File: src/utf8_to_utf16_transcoder_assert.svh
// Assertion macros shared by the transcoder RTL files.
// Every macro samples on aclk and is disabled while aresetn is low.
`ifndef UTF8_TO_UTF16_TRANSCODER_ASSERT_SVH
`define UTF8_TO_UTF16_TRANSCODER_ASSERT_SVH

// The consequent must hold in the same cycle as the antecedent.
`define U2U_ASSERT_NOW(label, ante, cons, msg) \
    label: assert property (@(posedge aclk) disable iff (!aresetn) \
        (ante) |-> (cons)) else $error(msg);

// The consequent must hold in the cycle after the antecedent.
`define U2U_ASSERT_NEXT(label, ante, cons, msg) \
    label: assert property (@(posedge aclk) disable iff (!aresetn) \
        (ante) |=> (cons)) else $error(msg);

`endif

File: src/u2u_pkg.sv
// Shared types and constants of the UTF-8 to UTF-16 transcoder.
// Used by the decoder, the result queue and the top level; depends on nothing.
`default_nettype none

package u2u_pkg;

    localparam int          RESULT_DEPTH   = 2;
    localparam logic [15:0] CAPACITY_RESET = 16'hFFFF;

    localparam logic        KIND_UNIT   = 1'b0;
    localparam logic        KIND_FINISH = 1'b1;

    localparam logic [20:0] REPLACEMENT  = 21'h00FFFD;
    localparam logic [20:0] MAX_CODE     = 21'h10FFFF;
    localparam logic [20:0] PLANE1_BASE  = 21'h010000;
    localparam logic [5:0]  HIGH_SURR_HI = 6'b110110;
    localparam logic [5:0]  LOW_SURR_HI  = 6'b110111;

    typedef struct packed {
        logic [20:0] code_accum;
        logic [1:0]  bytes_left;
        logic [15:0] units_written;
        logic        halted;
    } state_t;

    // One queued entry holds every result of one byte: one unit, a
    // surrogate pair, or the finish report.
    typedef struct packed {
        logic        kind;
        logic        pair;
        logic [15:0] unit_first;
        logic [15:0] unit_second;
        logic [15:0] unit_count;
    } entry_t;

endpackage

`default_nettype wire

File: src/utf8_to_utf16_transcoder.sv
// UTF-8 to UTF-16 transcoder, top level: string state, decoder and result queue.
// Depends on u2u_pkg, u2u_decode, u2u_result_queue and the assertion header.
//
// The block takes one UTF-8 byte per cycle while s_ready is high and sends
// UTF-16 code units, one per output item; a zero byte sends a finish item with
// the unit count and clears the string state. A byte that completes a code
// point above 0xFFFF sends a surrogate pair as two items, high surrogate first.
// Decoded results wait in a queue of RESULT_DEPTH entries, at most one entry per
// byte; s_ready is low only while that queue is full. A write to the capacity
// register (cfg_wr_data) acts at once and is meant for idle times only.
`default_nettype none
`include "utf8_to_utf16_transcoder_assert.svh"

module utf8_to_utf16_transcoder #(
    parameter int RESULT_DEPTH = u2u_pkg::RESULT_DEPTH
) (
    input  wire logic        aclk,
    input  wire logic        aresetn,
    input  wire logic        cfg_wr_en,
    input  wire logic [15:0] cfg_wr_data,
    input  wire logic        s_valid,
    output logic             s_ready,
    input  wire logic [7:0]  s_data_byte,
    output logic             m_valid,
    input  wire logic        m_ready,
    output logic             m_result_kind,
    output logic [15:0]      m_code_unit,
    output logic [15:0]      m_unit_count,
    output logic             m_last_of_run
);

    u2u_pkg::state_t st_reg, st_next, st_decoded;
    logic [15:0]     capacity_reg;
    logic            accept;
    logic            dec_push;
    u2u_pkg::entry_t dec_entry;
    logic            q_full;
    u2u_pkg::entry_t head_entry;
    logic            head_second;

    assign s_ready = !q_full;
    assign accept  = s_valid && s_ready;
    assign st_next = accept ? st_decoded : st_reg;

    always_ff @(posedge aclk) begin
        if (!aresetn) begin
            st_reg       <= '0;
            capacity_reg <= u2u_pkg::CAPACITY_RESET;
        end else begin
            st_reg <= st_next;
            if (cfg_wr_en) begin
                capacity_reg <= cfg_wr_data;
            end
        end
    end

    u2u_decode u_decode (
        .st        (st_reg),
        .data_byte (s_data_byte),
        .capacity  (capacity_reg),
        .st_next   (st_decoded),
        .push      (dec_push),
        .entry     (dec_entry)
    );

    u2u_result_queue #(
        .DEPTH (RESULT_DEPTH)
    ) u_queue (
        .aclk        (aclk),
        .aresetn     (aresetn),
        .push        (accept && dec_push),
        .push_entry  (dec_entry),
        .full        (q_full),
        .head_valid  (m_valid),
        .head_entry  (head_entry),
        .head_second (head_second),
        .pop         (m_ready)
    );

    assign m_result_kind = head_entry.kind;
    assign m_code_unit   = head_second ? head_entry.unit_second : head_entry.unit_first;
    assign m_unit_count  = head_entry.unit_count + {15'd0, head_second};
    assign m_last_of_run = !head_entry.pair || head_second;

    `U2U_ASSERT_NEXT(a_finish_clears, accept && (s_data_byte == 8'h00),
        st_reg == '0, "String state not cleared after the terminating byte.")
    `U2U_ASSERT_NOW(a_halted_silent, accept && st_reg.halted && (s_data_byte != 8'h00),
        !dec_push, "A halted string produced a result.")

endmodule

`default_nettype wire

File: src/u2u_decode.sv
// Byte decoder of the transcoder: next string state and queued results.
// Purely combinational; depends on u2u_pkg.
`default_nettype none

module u2u_decode (
    input  wire u2u_pkg::state_t st,
    input  wire logic [7:0]      data_byte,
    input  wire logic [15:0]     capacity,
    output u2u_pkg::state_t      st_next,
    output logic                 push,
    output u2u_pkg::entry_t      entry
);

    logic        emit_en;
    logic [20:0] emit_cp;
    logic [20:0] cp;
    logic [20:0] offset;
    logic [20:0] acc_cont;

    assign acc_cont = {st.code_accum[14:0], data_byte[5:0]};

    always_comb begin
        st_next = st;
        push    = 1'b0;
        entry   = '0;
        emit_en = 1'b0;
        emit_cp = '0;
        cp      = '0;
        offset  = '0;

        if (data_byte == 8'h00) begin
            push             = 1'b1;
            entry.kind       = u2u_pkg::KIND_FINISH;
            entry.unit_count = st.units_written;
            st_next          = '0;
        end else if (!st.halted) begin
            if (st.bytes_left != 2'd0) begin
                st_next.code_accum = acc_cont;
                st_next.bytes_left = st.bytes_left - 2'd1;
                if (st.bytes_left == 2'd1) begin
                    emit_en = 1'b1;
                    emit_cp = acc_cont;
                end
            end else if (st.units_written >= capacity) begin
                st_next.halted = 1'b1;
            end else if (data_byte inside {[8'h01:8'h7F]}) begin
                emit_en = 1'b1;
                emit_cp = {13'd0, data_byte};
            end else if ((data_byte & 8'hE0) == 8'hC0) begin
                st_next.code_accum = {16'd0, data_byte[4:0]};
                st_next.bytes_left = 2'd1;
            end else if ((data_byte & 8'hF0) == 8'hE0) begin
                st_next.code_accum = {17'd0, data_byte[3:0]};
                st_next.bytes_left = 2'd2;
            end else if ((data_byte & 8'hF8) == 8'hF0) begin
                st_next.code_accum = {18'd0, data_byte[2:0]};
                st_next.bytes_left = 2'd3;
            end else begin
                emit_en = 1'b1;
                emit_cp = u2u_pkg::REPLACEMENT;
            end
        end

        if (emit_en) begin
            cp = (emit_cp > u2u_pkg::MAX_CODE) ? u2u_pkg::REPLACEMENT : emit_cp;
            if (cp[20:16] == 5'd0) begin
                if (st.units_written >= capacity) begin
                    st_next.halted = 1'b1;
                end else begin
                    push                  = 1'b1;
                    entry.kind            = u2u_pkg::KIND_UNIT;
                    entry.unit_first      = cp[15:0];
                    entry.unit_count      = st.units_written + 16'd1;
                    st_next.units_written = st.units_written + 16'd1;
                end
            end else if (({1'b0, st.units_written} + 17'd1) >= {1'b0, capacity}) begin
                st_next.halted = 1'b1;
            end else begin
                offset                = cp - u2u_pkg::PLANE1_BASE;
                push                  = 1'b1;
                entry.kind            = u2u_pkg::KIND_UNIT;
                entry.pair            = 1'b1;
                entry.unit_first      = {u2u_pkg::HIGH_SURR_HI, offset[19:10]};
                entry.unit_second     = {u2u_pkg::LOW_SURR_HI, offset[9:0]};
                entry.unit_count      = st.units_written + 16'd1;
                st_next.units_written = st.units_written + 16'd2;
            end
        end
    end

endmodule

`default_nettype wire

File: src/u2u_result_queue.sv
// Result queue of the transcoder: holds per-byte entries and sends a
// surrogate pair as two items. Depends on u2u_pkg and the assertion header.
`default_nettype none
`include "utf8_to_utf16_transcoder_assert.svh"

module u2u_result_queue #(
    parameter int DEPTH = u2u_pkg::RESULT_DEPTH
) (
    input  wire logic            aclk,
    input  wire logic            aresetn,
    input  wire logic            push,
    input  wire u2u_pkg::entry_t push_entry,
    output logic                 full,
    output logic                 head_valid,
    output u2u_pkg::entry_t      head_entry,
    output logic                 head_second,
    input  wire logic            pop
);

    localparam int PTR_W = (DEPTH > 1) ? $clog2(DEPTH) : 1;
    localparam int CNT_W = $clog2(DEPTH + 1);
    localparam logic [PTR_W-1:0] LAST_PTR = PTR_W'(DEPTH - 1);
    localparam logic [CNT_W-1:0] FULL_CNT = CNT_W'(DEPTH);

    u2u_pkg::entry_t   mem_reg [DEPTH];
    logic [PTR_W-1:0]  wr_ptr_reg, wr_ptr_next;
    logic [PTR_W-1:0]  rd_ptr_reg, rd_ptr_next;
    logic [CNT_W-1:0]  cnt_reg, cnt_next;
    logic              phase_reg, phase_next;
    logic              retire;

    assign full        = (cnt_reg == FULL_CNT);
    assign head_valid  = (cnt_reg != '0);
    assign head_entry  = mem_reg[rd_ptr_reg];
    assign head_second = phase_reg;
    assign retire      = pop && head_valid && (!head_entry.pair || phase_reg);

    always_comb begin
        wr_ptr_next = wr_ptr_reg;
        rd_ptr_next = rd_ptr_reg;
        cnt_next    = cnt_reg;
        phase_next  = phase_reg;
        if (push) begin
            wr_ptr_next = (wr_ptr_reg == LAST_PTR) ? '0 : wr_ptr_reg + PTR_W'(1);
        end
        if (pop && head_valid) begin
            phase_next = !retire;
        end
        if (retire) begin
            rd_ptr_next = (rd_ptr_reg == LAST_PTR) ? '0 : rd_ptr_reg + PTR_W'(1);
        end
        cnt_next = cnt_reg + CNT_W'(push) - CNT_W'(retire);
    end

    always_ff @(posedge aclk) begin
        if (!aresetn) begin
            wr_ptr_reg <= '0;
            rd_ptr_reg <= '0;
            cnt_reg    <= '0;
            phase_reg  <= 1'b0;
        end else begin
            wr_ptr_reg <= wr_ptr_next;
            rd_ptr_reg <= rd_ptr_next;
            cnt_reg    <= cnt_next;
            phase_reg  <= phase_next;
        end
    end

    always_ff @(posedge aclk) begin
        if (push) begin
            mem_reg[wr_ptr_reg] <= push_entry;
        end
    end

    `U2U_ASSERT_NOW(a_no_push_when_full, push, !full, "Result queue pushed while full.")
    `U2U_ASSERT_NOW(a_second_needs_pair, phase_reg, head_valid && head_entry.pair,
        "Second half pending without a queued pair.")

endmodule

`default_nettype wire

File: config.mk
export PLATFORM = sky130hd
export DESIGN_NAME = utf8_to_utf16_transcoder
export DESIGN_NICKNAME = d
export VERILOG_FILES = /design/src/u2u_pkg.sv /design/src/utf8_to_utf16_transcoder.sv /design/src/u2u_decode.sv /design/src/u2u_result_queue.sv
export VERILOG_INCLUDE_DIRS = /design/src /design/src/src
export SDC_FILE = /design/constraint.sdc
export NUM_CORES = 1
export LEC_CHECK = 0
export BUFFER_PORTS_ARGS = -buffer_cell sky130_fd_sc_hd__buf_2
export CAP_MARGIN = 0
export CORE_UTILIZATION = 45
export DETAILED_ROUTE_END_ITERATION = 12
export PLACE_DENSITY = 0.64
export SLEW_MARGIN = 20
export SYNTH_ARGS = -nofsm -noshare
export SYNTH_HDL_FRONTEND = slang
export SYNTH_SLANG_ARGS = --single-unit
File: constraint.sdc
create_clock -name aclk -period 6.15 [get_ports aclk]
set_input_delay 1.845 -clock aclk [delete_from_list [all_inputs] [get_ports aclk]]
set_output_delay 1.845 -clock aclk [all_outputs]
set_load 0.05 [all_outputs]
**Word-level counts from Yosys, hierarchy flattened**

Memories as Yosys holds them, arrays and structs flattened. A register that Yosys moved wholly into a read port is not among the register bits.
Cells that the tools add are included.
Widths: inputs -> output; s select.

- Register bits: 55
- RAM bits: 100
- Input bits: 29
- Output and inout bits: 36
- Logic and storage cells: 109
- Memories kept: 1

- $add $sub $neg: 10
- Order comparisons: 5
- Equal/unequal tests: 8
- Muxes and demuxes: 61
- Reductions and logical operators: 15

Memory list:

| name | words | width | read ports | clocked after memory_dff | write ports | line | text |
|---|---|---|---|---|---|---|---|
| u_queue.mem_reg | 2 | 50 | 1 | 1 | 1 | u2u_result_queue.sv:25 | `u2u_pkg::entry_t mem_reg [DEPTH];` |

Operators by type and width:

| cell | number |
|---|---|
| $mux 21 | 9 |
| $mux 16 | 11 |
| $mux 17 | 10 |
| $mux 50 | 2 |
| $mux 1 | 29 |
| $gt 21x21->1 const B | 1 |
| $sub 20x17->20 const B | 1 |
| $add 16x1->17 const B | 1 |
| $ge 17x16->1 | 1 |
| $add 16x1->16 | 1 |
| $add 16x1->16 const B | 1 |
| $add 16x2->16 const B | 1 |
| $ge 16x16->1 | 1 |
| $ge 8x1->1 const B | 1 |
| $le 8x7->1 const B | 1 |
| $logic_not 8->1 | 1 |
| $ne 3x1->1 const B | 2 |
| $eq 5x5->1 const B | 1 |
| $logic_and 1x1->1 | 5 |
| $logic_not 5->1 | 1 |
| $reduce_and 5->1 | 1 |
| $reduce_bool 5->1 | 1 |
| $eq 4x4->1 const B | 1 |
| $reduce_bool 2->1 | 2 |
| 10 further kinds | 13 |

**Longest topological paths before layout**

Gate-level depths: netlist of run 1.

- Depth after elaboration: 17
- Mapped depth: 20
- Depth with buffers taken out: 19

**Cells and area by module**

From an unflattened synthesis of run 1, not the netlist that was laid out.

- Cell total of the unflattened synthesis: 991
- Area, all modules: 9540.4 um^2

By module, submodules not included:

| module | instances | cells each | area an instance (um^2) | sequential area each (um^2) |
|---|---|---|---|---|
| u2u_result_queue | 1 | 190 | 3915.0 | 3123.0 |
| u2u_decode | 1 | 509 | 3069.2 | 0.0 |
| utf8_to_utf16_transcoder | 1 | 292 | 2556.2 | 1121.1 |

**Least setup slack after synthesis of run 1**

Ideal clock, no wire load.

- Path type: input to register
- Start: in s_data_byte[7]
- End: mem u_queue.mem_reg[1][0] in the netlist's numbering (enable)
- Setup time: 452 ps
- Arrival time: 5415 ps
- Required time: 5698 ps
- Slack: 283 ps
- Cell stages on the path: 10
- Buffers on the path: 1
- Path through: buf_6 > or4_4 > o21ai_4 > nor2_1 > nand2_1 > ha_1 > o31ai_4 > o21ai_2 > a22oi_2 > nor2b_1

- Longest elaborated chain between the ends: 17
- Elaborated cells between the ends (all ways): 34
- Classes of those cells: order compare: 3; eq/ne: 3; mux: 24; reduce/logical: 4

Ends and longest elaborated chain:

| what | line | text |
|---|---|---|
| start: declaration | utf8_to_utf16_transcoder.sv:23 | `input wire logic [7:0] s_data_byte,` |
| branches (longest 13 deep; another with $gt 21x21->1) | n/a |  |
| $mux 1 * | u2u_decode.sv:64 | `if (emit_en) begin` |
| $logic_and 1x1->1 * | utf8_to_utf16_transcoder.sv:71 | `.push (accept && dec_push),` |
| $mux 1 * | u2u_result_queue.sv:70 | `if (push) begin` |
| $mux 1 (implied by the code) * | u2u_result_queue.sv:71 | `mem_reg[wr_ptr_reg] <= push_entry;` |
| end: declaration | u2u_result_queue.sv:25 |  |

Every way passes the cells marked *.

==> results.md, run 1 <==
- Run status: finished, final reports clean
- Cell Rows: 49
- RR Endpoint: u_queue.cnt_reg[1]$_SDFF_PN0_
- Top Family by Delay on Critical Path: simple AND/OR/NAND/NOR gates
- IR drop worst, VDD: 255 uV
- Leading cell type in the layout, fill and taps excluded: edfxtp_1
- Switch Pwr: 0.00136 W
- Cell internal pwr: 0.00210 W
- Post-synth EDFFs: 88
- # DRC: 0
- Die ar.: 0.0189 sq mm
- Max FO, Critical Path: 41
- First-pass GRT wire length: 31,400 um
- Die width: between 100 and 150 um
- Largest net degree at the start of global routing: 64
- Syn_area_per_cell: 10.0 sq um
- Later-pin clock latency in the skew report: ~0.44 ns
- Most area-hungry cell type in the Yosys netlist: edfxtp_1
- Initial Util: 0.459
- Critical path's slowest cell: dfxtp_2
- Synth Cell Area: about 0.0083 sq mm
- CP Cell Sequence: buf_4 -> nand3_1 -> a21boi_0 -> and2_1 -> nand2_1 -> or3_1 -> nor2_1 -> nand2_1 -> xor2_1 -> buf_2
- Detailed-route via count: 6,470
- Worst setup EP type: primary output
- Tmin final: 5.29 ns
- Grt ovf: 0
- Max Slew Vio Count: 0
- Most frequent cells in the layout: edfxtp_1 (88), nand2_1 (79), o21ai_0 (65)
- Most used cell, CP: nand2_1
- Vias in the first global route: between 5,000 and 6,000
- Power share of the combinational group: 0.332
- Core area: 0.0180 sq mm
- Synth cell types: 85
- DR vias/cell: 5.84
- Worst R2R Path Depth: 19
- Worst EP arrival: between 3 and 4 ns
- Ports: 65
- Ys flop type: edfxtp_1
- Clk root buf: clkbuf_16
- CTS tree: yes
- RSZ-0062 raised after global routing: no
- Total Routed Length: 20,200 um
- R2R setup slack: ~1.3 ns
- Period utilization: 0.860
- Antenna violations before repair: 0
- Layout cells sized above 1: 0.173
- Crit Path Category: register to primary output
- Hold Path Class: register to register
- Net count, final: 934
- FF+latch count, synth: roughly 140
- Pwr Total: 0.00346 W
- Leak Pwr: 3.54 nW
- H-Tree Depth: 4
- Worst Path Buf+Inv: 2
- Syn nets: just under 900
- Largest cells by area after synthesis: edfxtp_1 (32%), dfxtp_1 (14%), ha_1 (6.0%), o21ai_0 (3.9%), nand2_1 (3.6%)
- Multi-input logic area: approximately 0.0042 sq mm
- Synthesized instance count: 825
- CTS Sinks: 144
- Top cell type's share of synthesized area: 0.319
- Reg power frac: 0.370
- Die height: around 140 um
- Postcts setup bufs: 0
- CP required: 4.30 ns
- CTS buffer count: 17
- Number of flip-flops in the largest register: 88
- Detailed Routing Iterations Pass 1: 6
- RR Startpoint: st_reg[3]$_SDFFE_PN0P_
- # diodes: 0
- All-Layer GR Usage: 0.221
- Async S/R FF share, synth: 0
- Final setup TNS: 0 ns
- Max clock buf depth: 2
- Number of warnings issued by yosys: 0
- Hold_sp: st_reg[28]$_SDFFE_PN0P_
- Post-DR wirelength/cell: 18.3 um
- Iter 0 DRT Violations: 731
- Fin. Hold Viols: 0
- Final-report setup violation count: 0
- CTS-repair resized insts: 0
- ANT nets after route: 0
- Worst Tran Pin Value: between 0.8 and 0.9 ns
- PwrDens: 372 mW/mm^2
- Skew final: 0.0121 ns
- CP Capture Point: m_unit_count[15]
- Slew margin rel.: 0.413
- Area delta synth->final: 12.3%
- Fill cells: 1,655
- CP Depth: 10
- RD Place Congestion: just under 0.9
- Post-synthesis sequential area ratio: 0.455
- Max-cap viol count: 0
- Register Area: 0.00376 sq mm
- Critical Path Start Type: register
- Clk slew on worst S/H paths: 0.06 ns
- IO buf count: 64
- Clock Power Share: 0.298
- HPWL after DPL: 14,500 um
- Cts hold-fix bufs: 0
- Switching share of total power: 0.393
- Highest Clock Rate: between 150 and 200 MHz
- CP max stage delay: between 0.7 and 0.8 ns
[power groups by stage]
stage | Sequential [W] | Combinational [W] | Clock [W]
detailed placement | 0.00130 | 0.00115 | 0
CTS | 0.00128 | 0.00115 | 0.00103
global route | 0.00130 | 0.00125 | 0.00107
floorplan | 0.00125 | 0.000924 | 0
finish | 0.00128 | 0.00115 | 0.00103
global placement | 0.00130 | 0.00114 | 0
[worst reg2reg max path: stages (launching register included)]
cell      delay, ns
dfxtp_1        0.53
ha_1           0.29
and3_1         0.24
and2_1         0.36
and3_1         0.24
nand2_1        0.07
xnor2_1        0.16
ha_1           0.31
nand4_1        0.13
nor2_1         0.19
o221ai_1       0.14
a31oi_1        0.65
o21ai_2        0.18
a22oi_2        0.35
ha_1           0.31
inv_1          0.06
ha_1           0.14
xnor2_1        0.13
xnor2_1        0.08
and2_1         0.14
[logic make-up (layout without fill, tap and decap cells)]
kind of cell,Yosys count,in the layout,synth area share
AND/OR/NAND/NOR,267,267,0.164
AO/OA/AOI/OAI,229,229,0.188
flip-flops,144,144,0.455
buffers and inverters,81,134,0.0446
adder cells (fa/ha/maj),40,40,0.0605
XOR/XNOR,35,35,0.0370
multiplexers,29,29,0.0506
[per-layer routing]
| layer | vias to the layer above | GRT usage | routed length (um) |
|---|---|---|---|
| met1 | 3007 | 0.337 | 10000 |
| li1 | 3162 | - | - |
| met4 | 0 | 0.0714 | 282 |
| met2 | 272 | 0.315 | 8550 |
| met3 | 29 | 0.0327 | 1400 |
| met5 | - | 0 | 0 |
[cell usage after synthesis, drive strengths merged (3+ instances only)]
| cell | instances |
|---|---|
| edfxtp | 88 |
| nand2 | 83 |
| o21ai | 73 |
| dfxtp | 56 |
| nor2 | 48 |
| a21oi | 45 |
| ha | 40 |
| nand3 | 39 |
| inv | 29 |
| buf | 27 |
| clkbuf | 24 |
| xnor2 | 21 |
| o211ai | 19 |
| nor2b | 18 |
| and2 | 17 |
| mux2i | 16 |
| a22o | 14 |
| xor2 | 14 |
| a31oi | 13 |
| nand4 | 13 |
| mux4 | 10 |
| and3 | 9 |
| nor3 | 9 |
| or2 | 8 |
| a32oi | 7 |
| a32o | 6 |
| a21o | 5 |
| nand2b | 5 |
| o21bai | 5 |
| a221oi | 4 |
| nor3b | 4 |
| o31ai | 4 |
| or3 | 4 |
| a211o | 3 |
| a211oi | 3 |
| a22oi | 3 |
| mux2 | 3 |
| nand4b | 3 |
| o21a | 3 |
| o31a | 3 |
| o32ai | 3 |
[through the flow]
step,std cells,hold slack [ns],utilization,setup WS [ns],cell area [sq um]
after floorplan,825,0.445,-,0.283,8280
after global placement,1075,0.462,0.484,1.12,8720
after detailed placement,1075,0.471,0.484,1.09,8720
after CTS,1107,0.489,0.516,0.769,9300
after global routing,1107,0.522,0.516,0.584,9300
final,1107,0.487,0.516,0.861,9300
[final cells by class]
class,count,area share
timing repair buffer,72,0.0423
clock inverter,14,0.0164
multi-input combinational,600,0.447
clock buffer,18,0.0462
sequential,144,0.405
tap,229,0.0308
inverter,30,0.0121
[worst min-delay path by stage]
| stage | end | slack (ns) | cells after the start |
|---|---|---|---|
| after global routing | st_reg[26]$_SDFFE_PN0P_ | 0.52 | 2 |
| after CTS | st_reg[28]$_SDFFE_PN0P_ | 0.49 | 2 |
| after floorplan | st_reg[28]$_SDFFE_PN0P_ | 0.44 | 2 |
| after global placement | st_reg[28]$_SDFFE_PN0P_ | 0.46 | 2 |
| after detailed placement | st_reg[28]$_SDFFE_PN0P_ | 0.47 | 2 |
| final | st_reg[28]$_SDFFE_PN0P_ | 0.49 | 2 |
Note: power is estimated with default switching activity, not from simulation.
==> run 2, diff against run 1 <==
--- a/config.mk
+++ b/config.mk
@@ -8,9 +8,10 @@
 export LEC_CHECK = 0
 export BUFFER_PORTS_ARGS = -buffer_cell sky130_fd_sc_hd__buf_2
 export CAP_MARGIN = 0
-export CORE_UTILIZATION = 45
+export CORE_ASPECT_RATIO = 0.9
+export CORE_UTILIZATION = 51
 export DETAILED_ROUTE_END_ITERATION = 12
-export PLACE_DENSITY = 0.64
+export PLACE_DENSITY = 0.71
 export SLEW_MARGIN = 20
 export SYNTH_ARGS = -nofsm -noshare
 export SYNTH_HDL_FRONTEND = slang
==> results.md, run 2 (synthesis results as in run 1) <==
- Antenna violations before repair: 0 (unchanged)
- Worst Path Buf+Inv: 2 (unchanged)
- CTS Sinks: 144 (unchanged)
- Most used cell, CP: nand2_1
- Max-cap viol count: 0 (unchanged)
- CP required: 4.30 ns (about the same)
- Max Slew Vio Count: 0 (unchanged)
- All-Layer GR Usage: 0.251 (+0.0307)
- Layout cells sized above 1: 0.169 (-0.00436)
- Leading cell type in the layout, fill and taps excluded: edfxtp_1
- HPWL after DPL: 14,200 um (-2.0%)
- Initial Util: 0.529 (+0.0695)
- Top Family by Delay on Critical Path: simple AND/OR/NAND/NOR gates
- Critical Path Start Type: register
- Worst Tran Pin Value: 0.983 ns (+0.107 ns)
- First-pass GRT wire length: 31,600 um (+0.73%)
- CTS tree: yes
- Area delta synth->final: 11.7%
- # diodes: 0 (unchanged)
- IO buf count: 64 (unchanged)
- Iter 0 DRT Violations: 708 (-3.1%)
- Period utilization: 0.861 (+0.00150)
- Slew margin rel.: 0.342 (-0.0714)
- Critical path's slowest cell: dfxtp_2
- Max FO, Critical Path: 41 (unchanged)
- Skew final: 0.00920 ns (-0.00288 ns)
- Core area: 0.0157 sq mm (-13%)
- Total Routed Length: 20,000 um (-0.92%)
- ANT nets after route: 0 (unchanged)
- Die ar.: 0.0167 sq mm (-12%)
- Clk slew on worst S/H paths: 0.06 ns (about the same)
- Fin. Hold Viols: 0 (unchanged)
- Final-report setup violation count: 0 (unchanged)
- Final setup TNS: 0 ns (unchanged)
- RSZ-0062 raised after global routing: no
- PwrDens: 371 mW/mm^2 (-0.27%)
- Vias in the first global route: 5,913 (+3.9%)
- Area after DPL: 0.00868 sq mm (-0.39%)
- Grt ovf: 0 (unchanged)
- Largest net degree at the start of global routing: 65 (+1.6%)
- Ports: 65 (unchanged)
- Run status: finished, final reports clean
- Worst EP arrival: 3.45 ns (about the same)
- Max clock buf depth: 2 (unchanged)
- Number of flip-flops in the largest register: 88 (unchanged)
- CTS-repair resized insts: 0 (unchanged)
- RD Place Congestion: 0.898 (+0.27%)
- Highest Clock Rate: 189 MHz (-0.17%)
- Net count, final: 934 (unchanged)
- Leak Pwr: 3.54 nW (-0.15%)
- Hold Path Class: register to register
- CP Cell Sequence: buf_4 -> nand3_1 -> a21boi_0 -> and2_1 -> nand2_1 -> or3_1 -> nor2_1 -> nand2_1 -> xor2_1 -> buf_2
- Clk root buf: clkbuf_16
- Register Area: 0.00376 sq mm (unchanged)
- Cell Rows: 43 (-12%)
- CTS buffer count: 17 (unchanged)
- Multi-input logic area: 0.00416 sq mm (unchanged)
- Die width: 136 um (-0.97%)
- Die height: 123 um (-11%)
- Later-pin clock latency in the skew report: 0.42 ns (-0.02 ns)
- H-Tree Depth: 4 (unchanged)
- Most frequent cells in the layout: edfxtp_1 (88), nand2_1 (79), o21ai_0 (65)
- Fill cells: 1,333 (-19%)
- Final Cell Area: 0.00925 sq mm (-0.54%)
- Post-DR wirelength/cell: 18.6 um (+1.7%)
- Metal-1 WL: 9480 um (-5.1%)
- Detailed-route via count: 6,603 (+2.1%)
- Uppermost layer routed: met4
- Worst setup EP type: primary output
- Met2 wire length: 8760 um (+2.4%)
- Postcts setup bufs: 0 (unchanged)
- Cts hold-fix bufs: 0 (unchanged)
- Detailed Routing Iterations Pass 1: 5 (-1)
- DR vias/cell: 6.12 (+4.7%)
- IR drop worst, VDD: 336 uV (+32%)
- Crit Path Category: register to primary output
- WL met3: 1460 um (+4.1%)
- # DRC: 0 (unchanged)
- Tmin final: 5.30 ns (+0.00922 ns)
- CP max stage delay: 0.73 ns (about the same)
## run 2: final timing paths
kind,from,end,slack [ns],cells past startpoint
setup / recovery,register,m_unit_count[15],0.85,10
hold reg to reg,st_reg[28]$_SDFFE_PN0P_,st_reg[28]$_SDFFE_PN0P_,0.49,2
setup reg to reg,st_reg[1]$_SDFFE_PN0P_,u_queue.mem_reg[1][1]$_DFFE_PP_,1.20,16
hold / removal,st_reg[28]$_SDFFE_PN0P_,st_reg[28]$_SDFFE_PN0P_,0.49,2
## run 2: worst register-to-register path: stages (launching register included)
cell and delay [ns]:
dfxtp_1 0.30, buf_4 0.24, ha_1 0.28, nand3_1 0.15, or2_1 0.38, nor2_1 0.18
xnor2_1 0.24, inv_1 0.10, ha_1 0.32, a21oi_1 0.13, a21oi_1 0.10, a2111oi_0 0.35
a31oi_1 0.40, o21ai_2 0.36, a22oi_2 0.18, nor2b_4 0.42, buf_4 0.46
## run 2: routing by layer
layer	global-route usage	vias up
li1	-	3159
met1	0.361	3156
met2	0.372	256
met3	0.0611	32
met4	0.0792	0
met5	0	-
## run 2: area by class of cell
class,instances,share of cell area
repair buffers,72,0.0425
inverters,30,0.0122
well taps,202,0.0273
clock inverters,13,0.0147
flip-flops and latches,144,0.407
clock buffers,18,0.0464
multi-input cells,600,0.450
## run 2: per-stage QoR
step / utilization / total power, W / hold WS, ns / instances / setup slack (ns)
2_1_floorplan: - / 0.00218 / 0.445 / 825 / 0.283
3_3_place_gp: 0.555 / 0.00244 / 0.476 / 1048 / 1.15
3_5_place_dp: 0.555 / 0.00245 / 0.485 / 1048 / 1.09
4_1_cts: 0.591 / 0.00344 / 0.491 / 1079 / 0.790
5_1_grt: 0.591 / 0.00358 / 0.527 / 1079 / 0.535
6_report: 0.591 / 0.00343 / 0.494 / 1079 / 0.852
## run 2: where the power goes
| group | internal (W) | total [W] | switching, W |
|---|---|---|---|
| Sequential | 0.00119 | 0.00127 | 0.0000779 |
| Combinational | 0.000336 | 0.00117 | 0.000832 |
| Clock | 0.000595 | 0.000991 | 0.000396 |
